<file path="src/rtl/fenwick_prefix_sum_table_macros.svh">
// Assertion helpers shared by the prefix-sum table modules.
`ifndef FENWICK_PREFIX_SUM_TABLE_MACROS_SVH
`define FENWICK_PREFIX_SUM_TABLE_MACROS_SVH

`ifndef SYNTH

// The consequent must hold in the same cycle as the antecedent.
`define FPST_ASSERT_IMP(lbl, clk, rstn, ant, cons) \
    lbl: assert property (@(posedge clk) disable iff (!rstn) (ant) |-> (cons)) \
        else $error("assertion failed");

// The consequent must hold in the cycle after the antecedent.
`define FPST_ASSERT_NEXT(lbl, clk, rstn, ant, cons) \
    lbl: assert property (@(posedge clk) disable iff (!rstn) (ant) |=> (cons)) \
        else $error("assertion failed");

`else

`define FPST_ASSERT_IMP(lbl, clk, rstn, ant, cons)
`define FPST_ASSERT_NEXT(lbl, clk, rstn, ant, cons)

`endif

`endif

</file>
<file path="src/rtl/fpst_pkg.sv">
package fpst_pkg;

    localparam int CAPACITY   = 1024;
    localparam int DATA_WIDTH = 32;
    localparam int ADDR_W     = (CAPACITY > 1) ? $clog2(CAPACITY) : 1;
    // Tree walk index: holds 1..CAPACITY plus one overshoot step.
    localparam int P_W        = ADDR_W + 2;

    localparam int REQ_W  = 2;
    localparam int POS_W  = 11;
    localparam int VAL_W  = 32;
    localparam int SUM_W  = 32;
    localparam int SIZE_W = 11;
    localparam int LIM_W  = (SIZE_W > P_W) ? SIZE_W : P_W;

    localparam logic [SIZE_W-1:0] SIZE_RESET = SIZE_W'(1024);

    localparam logic [REQ_W-1:0] REQ_CLEAR = 2'd0;
    localparam logic [REQ_W-1:0] REQ_ADD   = 2'd1;
    localparam logic [REQ_W-1:0] REQ_QUERY = 2'd2;

    typedef logic [DATA_WIDTH-1:0] t_word;

    typedef struct packed {
        logic [REQ_W-1:0]        req_type;
        logic [POS_W-1:0]        position;
        logic signed [VAL_W-1:0] value;
    } t_req;

    typedef struct packed {
        logic signed [SUM_W-1:0] prefix_sum;
        logic                    status;
    } t_res;

    typedef struct packed {
        logic             load;
        logic [REQ_W-1:0] load_op;
        logic             clr_step;
        logic             walk_step;
    } t_dp_cmd;

    typedef struct packed {
        logic clr_last;
        logic walk_done;
    } t_dp_sts;

endpackage

</file>
<file path="src/rtl/fpst_ctrl.sv">
`include "fenwick_prefix_sum_table_macros.svh"

module fpst_ctrl import fpst_pkg::*; (
    input  logic              i_clk,
    input  logic              i_rst_n,
    input  logic              start,
    output logic              busy,
    input  t_req              i_req,
    input  logic              i_cfg_valid,
    output logic              o_cfg_ready,
    input  logic [SIZE_W-1:0] i_cfg_data,
    input  t_dp_sts           i_sts,
    output t_dp_cmd           o_cmd,
    output logic              o_done,
    output logic              o_status
);

    localparam logic [1:0] ST_IDLE = 2'd0;
    localparam logic [1:0] ST_CLR  = 2'd1;
    localparam logic [1:0] ST_WALK = 2'd2;

    logic [1:0]        r_state;
    logic [1:0]        n_state;
    logic              r_clr_rsp;
    logic              n_clr_rsp;
    logic              r_done;
    logic              n_done;
    logic              r_status;
    logic              n_status;
    logic [SIZE_W-1:0] r_cfg;
    logic [LIM_W-1:0]  w_cfg;
    logic [LIM_W-1:0]  w_live;
    logic [LIM_W-1:0]  w_pos;
    logic              w_accept;
    logic              w_err;

    assign o_cfg_ready = 1'b1;
    assign busy        = (r_state != ST_IDLE);
    assign w_accept    = start && !busy;

    assign w_cfg  = LIM_W'(r_cfg);
    assign w_live = (w_cfg > LIM_W'(CAPACITY)) ? LIM_W'(CAPACITY) : w_cfg;
    assign w_pos  = LIM_W'(i_req.position);

    always_comb begin
        case (i_req.req_type)
            REQ_CLEAR: w_err = 1'b0;
            REQ_ADD:   w_err = (w_pos >= w_live);
            REQ_QUERY: w_err = (w_pos > w_live);
            default:   w_err = 1'b1;
        endcase
    end

    always_comb begin
        n_state   = r_state;
        n_clr_rsp = r_clr_rsp;
        n_done    = 1'b0;
        n_status  = r_status;
        case (r_state)
            ST_IDLE: begin
                if (w_accept) begin
                    if (w_err) begin
                        n_done   = 1'b1;
                        n_status = 1'b1;
                    end else if (i_req.req_type == REQ_CLEAR) begin
                        n_state   = ST_CLR;
                        n_clr_rsp = 1'b1;
                    end else begin
                        n_state = ST_WALK;
                    end
                end
            end
            ST_CLR: begin
                if (i_sts.clr_last) begin
                    // The pass after reset finishes without a result beat.
                    n_state   = ST_IDLE;
                    n_done    = r_clr_rsp;
                    n_status  = 1'b0;
                    n_clr_rsp = 1'b0;
                end
            end
            ST_WALK: begin
                if (i_sts.walk_done) begin
                    n_state  = ST_IDLE;
                    n_done   = 1'b1;
                    n_status = 1'b0;
                end
            end
            default: begin
                n_state = ST_IDLE;
            end
        endcase
    end

    always_ff @(posedge i_clk) begin
        if (!i_rst_n) begin
            r_state   <= ST_CLR;
            r_clr_rsp <= 1'b0;
            r_done    <= 1'b0;
            r_cfg     <= SIZE_RESET;
        end else begin
            r_state   <= n_state;
            r_clr_rsp <= n_clr_rsp;
            r_done    <= n_done;
            if (i_cfg_valid && o_cfg_ready) begin
                r_cfg <= i_cfg_data;
            end
        end
    end

    always_ff @(posedge i_clk) begin
        r_status <= n_status;
    end

    assign o_cmd.load      = w_accept;
    assign o_cmd.load_op   = i_req.req_type;
    assign o_cmd.clr_step  = (r_state == ST_CLR);
    assign o_cmd.walk_step = (r_state == ST_WALK);
    assign o_done          = r_done;
    assign o_status        = r_status;

    `FPST_ASSERT_IMP(a_done_idle, i_clk, i_rst_n, o_done, r_state == ST_IDLE)
    `FPST_ASSERT_NEXT(a_err_beat, i_clk, i_rst_n, w_accept && w_err, o_done && o_status)
    `FPST_ASSERT_NEXT(a_walk_entry, i_clk, i_rst_n,
        w_accept && !w_err && (i_req.req_type != REQ_CLEAR), r_state == ST_WALK)

endmodule

</file>
<file path="config.mk">
export PLATFORM = sky130hd
export DESIGN_NAME = fpst_ctrl
export DESIGN_NICKNAME = d
export VERILOG_FILES = /design/src/rtl/fpst_pkg.sv /design/src/rtl/fpst_ctrl.sv
export VERILOG_INCLUDE_DIRS = /design/src /design/src/rtl
export SDC_FILE = /design/constraint.sdc
export NUM_CORES = 1
export LEC_CHECK = 0
export ABC_AREA = 1
export BUFFER_PORTS_ARGS = -buffer_cell sky130_fd_sc_hd__buf_4
export CAP_MARGIN = 40
export CORE_ASPECT_RATIO = 1.4
export CORE_UTILIZATION = 42
export CTS_CLUSTER_DIAMETER = 60
export DETAILED_ROUTE_END_ITERATION = 8
export PLACE_DENSITY_LB_ADDON = 0.08
export SETUP_SLACK_MARGIN = 0.3
export SLEW_MARGIN = 15
export SYNTH_ARGS = -nofsm -noshare
export SYNTH_HDL_FRONTEND = slang
export SYNTH_SLANG_ARGS = --single-unit
</file>
<file path="constraint.sdc">
create_clock -name i_clk -period 3.1 [get_ports i_clk]
set_input_delay 0.62 -clock i_clk [delete_from_list [all_inputs] [get_ports i_clk]]
set_output_delay 0.62 -clock i_clk [all_outputs]
set_load 0.05 [all_outputs]
</file>
==> impl_metrics.yaml, run 1 <==
floorplanning:
  core-area_um2: 2440
  ios: 71
  dieWidth_um: 45.5
  start_util: 0.456
  num_rows: 21
  die_h_um: 62.9
  die-area_um2: 2860
worst_setup_path:
  startpoint: "r_cfg[2]"
  crit_arrival_ps: 2490
  crit_fanout: 8
  critPathLaunchType: "flip-flop"
  criticalPathCategory: "reg -> reg"
  rr_worst_depth: 14
  cp-endpoint: "o_status"
  endpoint_kind: "flip-flop"
  r2r_start: "r_cfg[2]"
  r2r_end: "o_status"
  r2r_slack_ps: 610
  crit_required_ps: 3100
layout:
  area_growth_pct: 28.2
  final_layout_size_suffix_gt1_frac: 0.244
  multi_input_area_um2: 651
  num-fill-cells: 261
  diodes: 0
  nets: 275
  seq_area_um2: 330
  fin_area_um2: 1430
synthesis:
  syn-cell-area_um2: 1110
  synth_warnings: 0
  syn_nets: 240
  synth_seq_cells: 16
  netlist_instances: 163
  syn_area_per_cell_um2: 6.83
  ys_seq_area_frac: 0.297
  ys_types: 25
global_routing:
  grt_max_degree: 15
  antenna_found_initial: 0
  grt_pass1_wl_um: 3990
  track_usage: 0.182
  overflow: 0
  grt_pass1_vias: 995
detailed_routing:
  vias_per_cell: 4.76
  num_vias: 1100
  post_drt_wl_per_cell_um: 10.3
  drt_pre_antenna_iters: 4
  drt_iter0_markers: 25
  route.detailed.drc: 0
  routed_wl_um: 2370
  ant_nets: 0
sta:
  finalCritPeriodShare: 0.804
  rsz0062_at_grt: "false"
  slew_violations: 0
  hold_viol: 0
  post-route-min-period_ps: 2490
  setup_viol: 0
  totalNegativeSetupSlack_ps: 0
  fin_worst_skew_ps: 2.09
  max_freq_ghz: 0.401
clock_network:
  ctsHtreeMaxLevel: 1
  cts_setup_buffers: 0
  cts_sinks: 16
  ctsResizeCount: 0
  cts.hold.buffers_added: 0
  cts_tree: "done"
  clk_path_buf_depth: 2
  clk_latency_ps: 290
  path_clk_slew_ps: 90
  cts_root_buf: "clkbuf_4"
  numCtsBuffers: 3
min_path:
  min_path_cells: 2
  hp-class: "reg -> reg"
power_and_ir_drop:
  p_leak_nw: 0.762
  irDropWorstVdd_v: 0.000408
  power_density_nw_per_um2: 522
placed_design:
  place_area_um2: 1390
  io_buffers: 37
  gp_congestion: 0.843
  hpwlAfterDp_um: 2000
job:
  max_cap_violations: 0
status:
  status: "finished clean"
-- Yosys cell counts, drive strengths merged --
| cell type | number | area, um^2 |
|---|---|---|
| nand2 | 37 | 146 |
| nor2 | 26 | 97.6 |
| inv | 24 | 90.1 |
| dfxtp | 15 | 300 |
| ha | 15 | 188 |
| o21ai | 12 | 60.1 |
| a21oi | 10 | 53.8 |
| buf | 5 | 35.0 |
| nand3 | 5 | 30.0 |
| clkbuf | 2 | 7.51 |
| nand3b | 2 | 15.0 |
| nor4 | 2 | 12.5 |
| a211oi | 1 | 7.51 |
| a21boi | 1 | 7.51 |
| a32o | 1 | 10.0 |
| conb | 1 | 3.75 |
| edfxtp | 1 | 30.0 |
| nor3 | 1 | 5.00 |
| nor3b | 1 | 7.51 |
| o22ai | 1 | 6.26 |
-- critical path, cell delays in order (launching register included) --
cell and delay [ps]:
dfxtp_1 330, nor4_1 260, nor3b_1 220, a21oi_1 120, inv_2 130, nand2_1 70, ha_1 290, nand2_1 70
nor2_1 130, nand3b_1 130, nand2_1 80, nand2_1 60, nand2_2 90, nand2_2 90, a21boi_1 150
-- cell type report --
class / count / share of cell area
well taps: 34 / 0.0298
flip-flops and latches: 16 / 0.231
clock buffers: 4 / 0.0254
multi-input cells: 116 / 0.456
inverters: 24 / 0.0631
repair buffers: 37 / 0.195
-- cells in the final DEF, fill, tap and decap left out --
cell type and instances:
nand2_2 3, nor3b_1 1, nor2_1 26, conb_1 1, a21oi_1 9, buf_4 37, nand3_2 1, a21boi_1 1
a32o_1 1, nand3b_1 2, ha_1 15, nor4_1 2, dfxtp_1 15, a21oi_2 1, clkbuf_8 1, edfxtp_1 1
inv_1 22, nand2_1 34, o21ai_0 12, a211oi_1 1, nand3_1 4, inv_2 2, clkbuf_4 3, o22ai_1 1
nor3_1 1
-- layer usage --
metal | GRT usage | vias to the layer above | wire length [um]
li1 | - | 582 | -
met1 | 0.226 | 490 | 1070
met2 | 0.305 | 24 | 1200
met3 | 0.0116 | 4 | 81
met4 | 0.0795 | 0 | 25
met5 | 0 | - | 0
-- sequential cells by signal, summed over array words and instances (netlist names) --
signal / cells
o_done: 1
r_state: 2
r_clr_rsp: 1
o_status: 1
r_cfg: 11
-- through the flow --
step	std cells	setup WS, ps	util	power [mW]	hold slack, ps
CTS	231	571	0.584	0.753	478
detailed placement	227	576	0.569	0.616	463
global route	231	360	0.584	0.804	496
floorplan	163	898	-	0.518	444
global placement	227	597	0.569	0.605	462
finish	231	608	0.584	0.746	476
-- worst min path at each step --
stage             start        to
2_1_floorplan  r_cfg[0]  r_cfg[0]
3_3_place_gp   r_cfg[0]  r_cfg[0]
3_5_place_dp   r_cfg[0]  r_cfg[0]
4_1_cts        r_cfg[0]  r_cfg[0]
5_1_grt        r_cfg[0]  r_cfg[0]
6_report       r_cfg[0]  r_cfg[0]
-- power by group --
| group | switching, mW | internal (mW) | leakage, nW |
|---|---|---|---|
| sequential | 0.0202 | 0.244 | 0.134 |
| combinational | 0.219 | 0.126 | 0.607 |
| clock | 0.0657 | 0.0715 | 0.0210 |
-- cells by family (layout without fill, tap and decap cells) --
family                     after synthesis  after routing  share of synthesized area
DFF                                     16             16                      0.297
buffers and inverters                   31             65                      0.119
adders and majority gates               15             15                      0.169
other                                    1              1                    0.00337
and+or+nand+nor                         74             74                      0.282
AOI/OAI and AO/OA                       26             26                      0.130
Note: power is estimated with default switching activity, not from simulation.
==> run 2: changes to the inputs <==
--- a/config.mk
+++ b/config.mk
@@ -10,7 +10,7 @@
 export BUFFER_PORTS_ARGS = -buffer_cell sky130_fd_sc_hd__buf_4
 export CAP_MARGIN = 40
 export CORE_ASPECT_RATIO = 1.4
-export CORE_UTILIZATION = 42
+export CORE_UTILIZATION = 38
 export CTS_CLUSTER_DIAMETER = 60
 export DETAILED_ROUTE_END_ITERATION = 8
 export PLACE_DENSITY_LB_ADDON = 0.08
==> constraint.sdc (replaced) <==
create_clock -name i_clk -period 2.1 [get_ports i_clk]
set_input_delay 0.42 -clock i_clk [delete_from_list [all_inputs] [get_ports i_clk]]
set_output_delay 0.42 -clock i_clk [all_outputs]
set_load 0.05 [all_outputs]
==> run 2 against run 1 <==
  * The flow now finishes with violations (negative setup slack)
  * Sequential power rose by 48%
  * Sequential share of layout area is 4.1 points lower
  * Clock power up 47%
  * First-iteration DRC count unchanged
  * Critical endpoint unchanged
  * Largest cell class unchanged
  * Highest routed layer unchanged
==> impl_metrics.yaml, run 2 (synthesis results as in run 1) <==
clock_network:
  clk_latency_ps: 290
  cts_tree: "done"
  cts_setup_buffers: 0
  numCtsBuffers: 3
  ctsHtreeMaxLevel: 1
  cts_root_buf: "clkbuf_4"
  cts.hold.buffers_added: 0
  path_clk_slew_ps: 90
  clk_path_buf_depth: 2
  cts_sinks: 16
floorplanning:
  ios: 71
  die_h_um: 66.1
  core-area_um2: 2700
  die-area_um2: 3150
  start_util: 0.413
  dieWidth_um: 47.8
  num_rows: 22
layout:
  area_growth_pct: 58.0
  mostFrequentLayoutCells: "buf_4, nor2_1, nand2_1"
  largestRegisters: "r_cfg: 11 flops, r_state: 2 flops"
  largest_register: "r_cfg"
  largest_reg_flops: 11
  final_common_cell: "buf_4"
  layoutNonFillerInstCount: 245
  fin_area_um2: 1760
  post-route-util: 0.652
  nets: 287
  final_layout_size_suffix_gt1_frac: 0.445
  diodes: 0
min_path:
  min_path_cells: 3
  hp-class: "in -> reg"
detailed_routing:
  routed_wl_um: 2750
  drt_pre_antenna_iters: 4
  vias_per_cell: 4.81
  route.detailed.drc: 0
  ant_nets: 0
  drt_iter0_markers: 25
  post_drt_wl_per_cell_um: 11.2
  num_vias: 1178
sta:
  hold_viol: 0
  post-route-min-period_ps: 2370
  fin_worst_skew_ps: 1.99
  setup_viol: 4
  hold_ws_ps: 339
  finalCritPeriodShare: 1.13
  totalNegativeSetupSlack_ps: -725
  max_freq_ghz: 0.422
  rsz0062_at_grt: "true"
  slew_violations: 0
  fin_ws_ps: -269
power_and_ir_drop:
  internal_power_mw: 0.718
  comb_power_share: 0.516
  clockPowerShare: 0.164
  power_density_nw_per_um2: 695
  power_switching_mw: 0.505
  power_frac_seq: 0.320
  swShare: 0.413
  p_leak_nw: 0.919
  irDropWorstVdd_v: 0.000613
status:
  violations: "negative setup slack"
  status: "finished with violations"
worst_setup_path:
  crit_fanout: 8
  rr_worst_depth: 16
  critPathLaunchType: "flip-flop"
  crit_arrival_ps: 2380
  crit_required_ps: 2110
  endpoint_kind: "flip-flop"
  criticalPathCategory: "reg -> reg"
placed_design:
  gp_congestion: 0.744
  dpl.cell_count: 241
  place_area_um2: 1490
  io_buffers: 37
  hpwlAfterDp_um: 2150
global_routing:
  grt_max_degree: 15
  grt_pass1_vias: 1056
  track_usage: 0.183
  grt_pass1_wl_um: 4190
  overflow: 0
  antenna_found_initial: 0
job:
  max_cap_violations: 0
-- run 2: cell count changes in the layout (fill, tap and decap cells not counted), moves of 4 or more --
cell,previous run,this run
dfxtp_1,15,11
buf_4,37,48
nand2_4,0,11
nand2_1,34,22
dfxtp_2,0,4
ha_4,0,8
ha_1,15,6
-- run 2: area by class of cell --
| type | instances | area (um^2) |
|---|---|---|
| Timing Repair Buffer | 49 | 372 |
| Multi-Input combinational cell | 116 | 876 |
| Fill cell | 252 | 938 |
| Sequential cell | 16 | 335 |
| Inverter | 24 | 95.1 |
| Clock buffer | 4 | 36.3 |
| Tap cell | 36 | 45.0 |
-- run 2: worst paths after layout --
kind	from	to	slack, ps
max reg2reg	r_cfg[2]	o_status	-270
min reg2reg	r_cfg[0]	r_cfg[0]	500
max	r_cfg[2]	o_status	-270
min	i_cfg_data[10]	r_cfg[10]	340
-- run 2: worst max-delay path: stages, from the launching register on --
cell and delay [ps]:
dfxtp_2 340, nor4_2 230, nor3b_2 210, a21oi_2 100, clkinv_4 150, nand2_4 70, ha_4 280, nand2_4 50
inv_1 60, nand2_1 50, nor2_1 100, nand2_1 70, nand3_2 70, nand2_2 60, nand2_4 80, nand2_4 60
a21boi_2 120
-- run 2: power by group through the flow --
stage | clock (mW) | combinational, mW | sequential, mW
detailed placement | 0 | 0.547 | 0.394
global placement | 0 | 0.534 | 0.394
global route | 0.223 | 0.693 | 0.398
finish | 0.201 | 0.631 | 0.391
floorplan | 0 | 0.331 | 0.435
CTS | 0.206 | 0.572 | 0.388
-- run 2: what timing repair did --
item                                    in CTS  in global routing
gates resized for setup                     10                 38
pin swaps                                    7                 14
endpoints found under the setup margin       4                  6
-- run 2: per-layer routing --
metal,global-route usage,share of wire,vias up
met5,0,0,-
met3,0.0164,0.034,4
met4,0.0625,0.012,0
li1,-,-,611
met1,0.204,0.41,533
met2,0.338,0.55,30
-- run 2: metrics by stage --
step / setup WS (ps) / total power, mW
after detailed placement: -390 / 0.942
after global routing: -449 / 1.31
after CTS: -360 / 1.17
after global placement: -387 / 0.928
after floorplan: -69.6 / 0.766
final: -269 / 1.22
